===== src/sv/fqd_pkg.sv =====
// Shared types and constants for the FIFO queue with delete.
// Request and response payload structs, opcodes and status codes.
// No dependencies.
package fqd_pkg;

   localparam int CAPACITY_DEF   = 16;
   localparam int ITEM_WIDTH_DEF = 32;
   localparam int VALUE_W        = 32;
   localparam int COUNT_W        = 5;

   typedef enum logic [1:0] {
      OP_ENQ = 2'd0,
      OP_DEQ = 2'd1,
      OP_DEL = 2'd2,
      OP_LEN = 2'd3
   } fqd_op_type;

   localparam logic STATUS_OK     = 1'b0;
   localparam logic STATUS_REJECT = 1'b1;

   typedef struct packed {
      fqd_op_type           opcode;
      logic [VALUE_W-1:0]   item_value;
   } fqd_req_type;

   typedef struct packed {
      logic                 status;
      logic [VALUE_W-1:0]   item_out;
      logic [COUNT_W-1:0]   entry_count;
   } fqd_rsp_type;

endpackage


===== src/sv/fqd_store.sv =====
// Entry storage for the FIFO queue with delete.
// One write port and one read port with registered read data.
// Depends on fqd_pkg for default sizes.
module fqd_store #(
   parameter int DEPTH = fqd_pkg::CAPACITY_DEF,
   parameter int WIDTH = fqd_pkg::ITEM_WIDTH_DEF
) (
   input  logic                     clock,
   input  logic                     wr_en,
   input  logic [$clog2(DEPTH)-1:0] wr_addr,
   input  logic [WIDTH-1:0]         wr_data,
   input  logic                     rd_en,
   input  logic [$clog2(DEPTH)-1:0] rd_addr,
   output logic [WIDTH-1:0]         rd_data
);

   logic [WIDTH-1:0] mem [DEPTH];
   logic [WIDTH-1:0] rd_data_ff;

   always_ff @(posedge clock) begin
      if (wr_en) begin
         mem[wr_addr] <= wr_data;
      end
   end

   always_ff @(posedge clock) begin
      if (rd_en) begin
         rd_data_ff <= mem[rd_addr];
      end
   end

   assign rd_data = rd_data_ff;

endmodule


===== src/sv/fifo_queue_with_delete.sv =====
// Top level of the bounded FIFO queue of item handles with delete-by-value.
// Depends on fqd_pkg and fqd_store.
//
// Usage:
//   Request channel: req_data (opcode, item_value) is taken when start is high
//   and busy is low. Response channel: rsp_data is valid for exactly one cycle
//   while rsp_strobe is high; the receiver cannot stall it.
//   Enqueue appends a nonzero handle, dequeue returns the oldest handle, delete
//   removes the oldest entry equal to a nonzero handle, length reports the count.
// Timing:
//   Enqueue, length query, empty dequeue and null or empty delete: result registered in
//   the cycle after the transfer, busy stays low, so one such request can follow every cycle.
//   Dequeue: result after one storage read and the response register, busy high one cycle.
//   Delete: the storage read and write ports are walked by a small sequencer, a read
//   and a compare state per entry scanned oldest first and a read and a write state per
//   later entry shifted down, then the response register; busy is high meanwhile.
// Reset:
//   Synchronous reset empties the queue and returns to idle; stored entries are
//   not cleared and are only read after they are written again.
module fifo_queue_with_delete #(
   parameter int CAPACITY   = fqd_pkg::CAPACITY_DEF,
   parameter int ITEM_WIDTH = fqd_pkg::ITEM_WIDTH_DEF
) (
   input  logic                 clock,
   input  logic                 reset,
   input  logic                 start,
   input  fqd_pkg::fqd_req_type req_data,
   output logic                 busy,
   output logic                 rsp_strobe,
   output fqd_pkg::fqd_rsp_type rsp_data
);

   localparam int PTR_W = $clog2(CAPACITY);
   localparam int CNT_W = $clog2(CAPACITY + 1);
   localparam logic [PTR_W-1:0] LAST_PTR = PTR_W'(CAPACITY - 1);
   localparam logic [CNT_W-1:0] CNT_FULL = CNT_W'(CAPACITY);
   localparam logic [CNT_W-1:0] CNT_ONE  = CNT_W'(1);

   typedef enum logic [5:0] {
      ST_IDLE     = 6'b000001,
      ST_DEQ      = 6'b000010,
      ST_SCAN_RD  = 6'b000100,
      ST_SCAN_CMP = 6'b001000,
      ST_SHIFT_RD = 6'b010000,
      ST_SHIFT_WR = 6'b100000
   } state_type;

   function automatic logic [PTR_W-1:0] next_ptr(input logic [PTR_W-1:0] p);
      return (p == LAST_PTR) ? '0 : p + PTR_W'(1);
   endfunction

   function automatic logic [PTR_W-1:0] prev_ptr(input logic [PTR_W-1:0] p);
      return (p == '0) ? LAST_PTR : p - PTR_W'(1);
   endfunction

   function automatic fqd_pkg::fqd_rsp_type make_rsp(
      input logic                          status,
      input logic [fqd_pkg::VALUE_W-1:0]   item,
      input logic [CNT_W-1:0]              cnt
   );
      fqd_pkg::fqd_rsp_type r;
      r.status      = status;
      r.item_out    = item;
      r.entry_count = fqd_pkg::COUNT_W'(cnt);
      return r;
   endfunction

   state_type                  state_ff, state_in;
   logic [PTR_W-1:0]           head_ff, head_in;
   logic [PTR_W-1:0]           tail_ff, tail_in;
   logic [CNT_W-1:0]           count_ff, count_in;
   logic [PTR_W-1:0]           pos_ff, pos_in;
   logic [CNT_W-1:0]           idx_ff, idx_in;
   logic [ITEM_WIDTH-1:0]      target_ff, target_in;
   logic                       rsp_strobe_ff, rsp_strobe_in;
   fqd_pkg::fqd_rsp_type       rsp_data_ff, rsp_data_in;

   logic [ITEM_WIDTH-1:0]      in_val;
   logic                       wr_en;
   logic [PTR_W-1:0]           wr_addr;
   logic [ITEM_WIDTH-1:0]      wr_data;
   logic                       rd_en;
   logic [PTR_W-1:0]           rd_addr;
   logic [ITEM_WIDTH-1:0]      rd_data;

   assign in_val = ITEM_WIDTH'(req_data.item_value);

   fqd_store #(
      .DEPTH (CAPACITY),
      .WIDTH (ITEM_WIDTH)
   ) u_store (
      .clock   (clock),
      .wr_en   (wr_en),
      .wr_addr (wr_addr),
      .wr_data (wr_data),
      .rd_en   (rd_en),
      .rd_addr (rd_addr),
      .rd_data (rd_data)
   );

   always_comb begin
      state_in      = state_ff;
      head_in       = head_ff;
      tail_in       = tail_ff;
      count_in      = count_ff;
      pos_in        = pos_ff;
      idx_in        = idx_ff;
      target_in     = target_ff;
      rsp_strobe_in = 1'b0;
      rsp_data_in   = rsp_data_ff;
      wr_en         = 1'b0;
      wr_addr       = tail_ff;
      wr_data       = in_val;
      rd_en         = 1'b0;
      rd_addr       = head_ff;

      case (state_ff)
         ST_IDLE: begin
            if (start) begin
               case (req_data.opcode)
                  fqd_pkg::OP_ENQ: begin
                     rsp_strobe_in = 1'b1;
                     if (in_val != '0 && count_ff != CNT_FULL) begin
                        wr_en       = 1'b1;
                        tail_in     = next_ptr(tail_ff);
                        count_in    = count_ff + CNT_ONE;
                        rsp_data_in = make_rsp(fqd_pkg::STATUS_OK, '0, count_ff + CNT_ONE);
                     end else begin
                        rsp_data_in = make_rsp(fqd_pkg::STATUS_REJECT, '0, count_ff);
                     end
                  end
                  fqd_pkg::OP_DEQ: begin
                     if (count_ff != '0) begin
                        rd_en    = 1'b1;
                        rd_addr  = head_ff;
                        state_in = ST_DEQ;
                     end else begin
                        rsp_strobe_in = 1'b1;
                        rsp_data_in   = make_rsp(fqd_pkg::STATUS_REJECT, '0, count_ff);
                     end
                  end
                  fqd_pkg::OP_DEL: begin
                     if (in_val != '0 && count_ff != '0) begin
                        target_in = in_val;
                        pos_in    = head_ff;
                        idx_in    = '0;
                        state_in  = ST_SCAN_RD;
                     end else begin
                        rsp_strobe_in = 1'b1;
                        rsp_data_in   = make_rsp(fqd_pkg::STATUS_REJECT, '0, count_ff);
                     end
                  end
                  default: begin
                     rsp_strobe_in = 1'b1;
                     rsp_data_in   = make_rsp(fqd_pkg::STATUS_OK, '0, count_ff);
                  end
               endcase
            end
         end
         ST_DEQ: begin
            head_in       = next_ptr(head_ff);
            count_in      = count_ff - CNT_ONE;
            rsp_strobe_in = 1'b1;
            rsp_data_in   = make_rsp(fqd_pkg::STATUS_OK, fqd_pkg::VALUE_W'(rd_data),
                                     count_ff - CNT_ONE);
            state_in      = ST_IDLE;
         end
         ST_SCAN_RD: begin
            rd_en    = 1'b1;
            rd_addr  = pos_ff;
            state_in = ST_SCAN_CMP;
         end
         ST_SCAN_CMP: begin
            if (rd_data == target_ff) begin
               if (idx_ff == count_ff - CNT_ONE) begin
                  count_in      = count_ff - CNT_ONE;
                  tail_in       = prev_ptr(tail_ff);
                  rsp_strobe_in = 1'b1;
                  rsp_data_in   = make_rsp(fqd_pkg::STATUS_OK, '0, count_ff - CNT_ONE);
                  state_in      = ST_IDLE;
               end else begin
                  idx_in   = count_ff - CNT_ONE - idx_ff;
                  state_in = ST_SHIFT_RD;
               end
            end else if (idx_ff == count_ff - CNT_ONE) begin
               rsp_strobe_in = 1'b1;
               rsp_data_in   = make_rsp(fqd_pkg::STATUS_REJECT, '0, count_ff);
               state_in      = ST_IDLE;
            end else begin
               idx_in   = idx_ff + CNT_ONE;
               pos_in   = next_ptr(pos_ff);
               state_in = ST_SCAN_RD;
            end
         end
         ST_SHIFT_RD: begin
            rd_en    = 1'b1;
            rd_addr  = next_ptr(pos_ff);
            state_in = ST_SHIFT_WR;
         end
         ST_SHIFT_WR: begin
            wr_en   = 1'b1;
            wr_addr = pos_ff;
            wr_data = rd_data;
            pos_in  = next_ptr(pos_ff);
            idx_in  = idx_ff - CNT_ONE;
            if (idx_ff == CNT_ONE) begin
               count_in      = count_ff - CNT_ONE;
               tail_in       = prev_ptr(tail_ff);
               rsp_strobe_in = 1'b1;
               rsp_data_in   = make_rsp(fqd_pkg::STATUS_OK, '0, count_ff - CNT_ONE);
               state_in      = ST_IDLE;
            end else begin
               state_in = ST_SHIFT_RD;
            end
         end
         default: begin
            state_in = ST_IDLE;
         end
      endcase
   end

   always_ff @(posedge clock) begin
      if (reset) begin
         state_ff      <= ST_IDLE;
         head_ff       <= '0;
         tail_ff       <= '0;
         count_ff      <= '0;
         rsp_strobe_ff <= 1'b0;
      end else begin
         state_ff      <= state_in;
         head_ff       <= head_in;
         tail_ff       <= tail_in;
         count_ff      <= count_in;
         rsp_strobe_ff <= rsp_strobe_in;
      end
   end

   always_ff @(posedge clock) begin
      pos_ff      <= pos_in;
      idx_ff      <= idx_in;
      target_ff   <= target_in;
      rsp_data_ff <= rsp_data_in;
   end

   assign busy       = (state_ff != ST_IDLE);
   assign rsp_strobe = rsp_strobe_ff;
   assign rsp_data   = rsp_data_ff;

`ifndef NO_ASSERTIONS
   a_count_bound: assert property (@(posedge clock) disable iff (reset)
      count_ff <= CNT_FULL)
      else $error("entry count above capacity");

   a_ptr_consistent: assert property (@(posedge clock) disable iff (reset)
      ((count_ff == '0) || (count_ff == CNT_FULL)) == (head_ff == tail_ff))
      else $error("head and tail pointers disagree with entry count");

   a_count_step: assert property (@(posedge clock) disable iff (reset)
      !$past(reset) |-> ((count_ff == $past(count_ff)) ||
                         (count_ff == $past(count_ff) + CNT_ONE) ||
                         (count_ff + CNT_ONE == $past(count_ff))))
      else $error("entry count changed by more than one");

   a_rsp_when_idle: assert property (@(posedge clock) disable iff (reset)
      rsp_strobe_ff |-> !busy)
      else $error("response issued while sequencer busy");

   a_busy_ends_rsp: assert property (@(posedge clock) disable iff (reset)
      (!$past(reset) && $fell(busy)) |-> rsp_strobe_ff)
      else $error("multi-cycle request finished without a response");
`endif

endmodule


===== config.mk =====
export PLATFORM = sky130hd
export DESIGN_NAME = fifo_queue_with_delete
export DESIGN_NICKNAME = d
export VERILOG_FILES = /design/src/sv/fqd_pkg.sv /design/src/sv/fqd_store.sv /design/src/sv/fifo_queue_with_delete.sv
export SDC_FILE = /design/constraint.sdc
export NUM_CORES = 1
export LEC_CHECK = 0
export ABC_AREA = 1
export BUFFER_PORTS_ARGS = -buffer_cell sky130_fd_sc_hd__buf_2
export CORE_MARGIN = 2
export CORE_UTILIZATION = 61
export DETAILED_ROUTE_END_ITERATION = 10
export GPL_TIMING_DRIVEN = 0
export HOLD_SLACK_MARGIN = 0.15
export PLACE_DENSITY = 0.78
export SLEW_MARGIN = 20
export SYNTH_ARGS = -nofsm -noshare
export SYNTH_HDL_FRONTEND = slang
export SYNTH_SLANG_ARGS = --single-unit

===== constraint.sdc =====
create_clock -name clock -period 10.26 [get_ports clock]
set_input_delay 3.078 -clock clock [delete_from_list [all_inputs] [get_ports clock]]
set_output_delay 3.078 -clock clock [all_outputs]
set_load 0.02 [all_outputs]

==> flow_metrics.tcl <==
set metrics [dict create \
    synth_area_leaders "edfxtp_1 (66%), nand2_1 (7.9%), inv_1 (5.2%)" \
    sequentialPowerShare_pct 50.5 \
    syn_to_final_growth_pct 14.2 \
    cp.arrival_ns 6.06 \
    post-synth-top-count-cell "edfxtp_1" \
    io-pin-count 77 \
    path_clk_slew_ns 0.06 \
    rows 79 \
    dp.cells 3339 \
    end_kind "flop" \
    syn_nets 2659 \
    grt_max_degree 23 \
    hpwl_um 55100 \
    clock_latency_ns 0.61 \
    initial_core_util_pct 61.4 \
    drtIter0Drc 2727 \
    startpoint "req_data[16]" \
    drc 0 \
    p_switching_uw 1480 \
    power.density_nw_per_um2 185 \
    p_int_uw 4540 \
    ys_seq_area_share_pct 67.1 \
    irDropWorstVdd_mv 0.133 \
    synthesis.area_um2 28500 \
    synth_top_area_share_pct 65.7 \
    cts_buffers 66 \
    numClockSinks 643 \
    power_leakage_uw 0.0126 \
    netlist-cell-type-count 41 \
    grt_usage_pct 33.8 \
    setup_tns_ns 0 \
    clockBufferDepth 3 \
    period_minus_slack_ns 5.76 \
    timing.rr.start "count_ff[0]$_SDFFE_PP0P_" \
    drive_above_1_share_pct 12.9 \
    grt_pass1_vias 20400 \
    gp_congestion 0.904 \
    start_kind "input pin" \
    ant_nets 0 \
    wire_per_inst_um 23.5 \
    cts.hold.buffers_added 0 \
    die_y_um 220 \
    yosys-top-cells-count "edfxtp_1 (623), nand2_1 (598), inv_1 (398)" \
    ys_seq_elements 643 \
    finalCritPeriodShare_pct 56.1 \
    worst-setup-path-type "input pin to flop" \
    tightest_slew_ns 1.20 \
    firstDrtPassIters 8 \
    post_cts.repair.setup_buffers 0 \
    nets 2857 \
    cts_root_buf "clkbuf_16" \
    overflow 0 \
    drt_wl_total_um 81000 \
    yosysTopAreaCell "edfxtp_1" \
    final-instance-count-excl-fill 3450 \
    htreeDepth 3 \
    setup_violations 0 \
    port_buffers 76 \
    drv_slew 0 \
    synthArstFlopShare_pct 0 \
    power.share.combinational_pct 11.1 \
    grt_pass1_wl_um 119000 \
    slew_headroom_pct 19.9 \
    hold_viol_final 0 \
    ys_warn_count 0 \
    power_uw 6020 \
    required_ns 10.55 \
    min_path_type "flop to flop" \
    clock.fmax_ghz 0.174 \
    cts_resized 0 \
    cp_max_fo 18 \
    pwr-share-clk_pct 38.5 \
    rsz0062_at_grt "no" \
    final.setup_skew_ns 0.0295 \
    holdWs_ns 0.530 \
    die_area_um2 48400 \
    die_w_um 220 \
    dr_total_vias 20900 \
    viasPerCell 6.06 \
    cts_tree "yes" \
    cap_viol_max_count 0 \
    grt_antenna_before_repair 1 \
    ys.flop_type "edfxtp_1" \
    hold_start "tail_ff[3]$_SDFFE_PP0P_" \
    run_status "finished, final reports clean" \
    coreArea_um2 46400 \
    syn_inst 2602 \
    n_antenna_cell 0 \
    swShare_pct 24.6 \
    syn_avg_cell_area_um2 10.9 \
    final_util_pct 70.1 \
    synth_edf_count 623 \
]
==> routing by layer <==
metal	share of wire, %	wire length, um	global-route usage (%)
met5	0.016	13	0
met4	6.3	5080	20.3
met3	12	9600	7.78
met2	47	37900	54.1
met1	35	28400	42.3
==> state kept, by name, summed over array words and instances, names as in the netlist <==
register         flops
idx_ff               5
u_store.mem        512
head_ff              4
u_store.rd_data     32
tail_ff              4
rsp_data            38
pos_ff               4
state_ff             6
rsp_strobe           1
count_ff             5
target_ff           32
==> worst max-delay path, stage by stage <==
cell and delay (ns):
buf_2 0.16, nor2_1 0.14, nand4_1 0.19, nor2_1 0.16
nand2_1 0.15, nand4_1 0.13, o21ai_0 0.51, nand3_1 0.48
nor2_4 0.79, buf_16 0.25
==> final timing paths <==
kind	end	slack, ns	cells past startpoint
worst min register to register	tail_ff[3]$_SDFFE_PP0P_	0.53	2
worst min-delay path	tail_ff[3]$_SDFFE_PP0P_	0.53	2
worst max-delay path	u_store.mem[3][17]$_DFFE_PP_	4.50	10
worst max register to register	rsp_data[19]$_DFFE_PP_	6.63	12
==> cell type report <==
class | count | area, um^2
Fill cell | 3033 | 13800
Sequential cell | 643 | 19100
Tap cell | 607 | 759
Timing Repair Buffer | 130 | 1080
Clock buffer | 85 | 1810
Multi-Input combinational cell | 1429 | 7310
Inverter | 402 | 1510
Buffer | 128 | 709
Clock inverter | 26 | 229
==> power by group through the flow <==
| stage | Sequential, uW | Clock [uW] | Combinational (uW) |
|---|---|---|---|
| 2_1_floorplan | 3150 | 0 | 350 |
| 3_3_place_gp | 3110 | 0 | 582 |
| 3_5_place_dp | 3090 | 0 | 651 |
| 4_1_cts | 3040 | 2310 | 657 |
| 5_1_grt | 3050 | 2410 | 722 |
| 6_report | 3040 | 2310 | 666 |
==> cell families (layout without fill, tap and decap cells) <==
group / count (synthesis) / after routing / synth area share, %
AO/OA/AOI/OAI: 324 / 324 / 7.48
adder cells (fa/ha/maj): 20 / 20 / 0.905
buffers and inverters: 530 / 771 / 7.78
AND/OR/NAND/NOR: 1056 / 1056 / 15.9
flip-flops: 643 / 643 / 67.1
XOR/XNOR: 29 / 29 / 0.892
==> placed cells by master, fill, tap and decap left out, types with 3 or more instances in the layout <==
cell	Yosys	routed
a21oi_1	20	20
and2_1	3	3
buf_1	10	10
buf_12	0	8
buf_16	0	10
buf_2	41	122
buf_4	1	30
buf_6	23	25
bufinv_16	0	4
clkbuf_1	53	66
clkbuf_16	0	69
clkinv_1	1	11
clkinv_2	0	9
dfxtp_1	20	20
edfxtp_1	623	623
ha_1	19	19
inv_1	398	398
inv_2	3	3
inv_6	0	3
nand2_1	598	598
nand3_1	265	265
nand3_2	3	3
nand4_1	51	51
nor2_1	115	99
nor2_2	4	4
nor2_4	2	18
nor3_1	7	7
o211ai_1	52	52
o211ai_2	45	45
o21ai_0	190	157
o21ai_1	3	33
o221ai_1	3	3
o22ai_1	3	3
o31ai_1	3	3
xnor2_1	21	21
xor2_1	8	8
==> metrics by stage <==
step	setup WS (ns)	area, um^2
global placement	-0.571	29600
CTS	4.64	32500
global route	4.34	32500
floorplan	3.16	28500
finish	4.50	32500
detailed placement	4.04	30500
(Power assumes the default switching activity.)
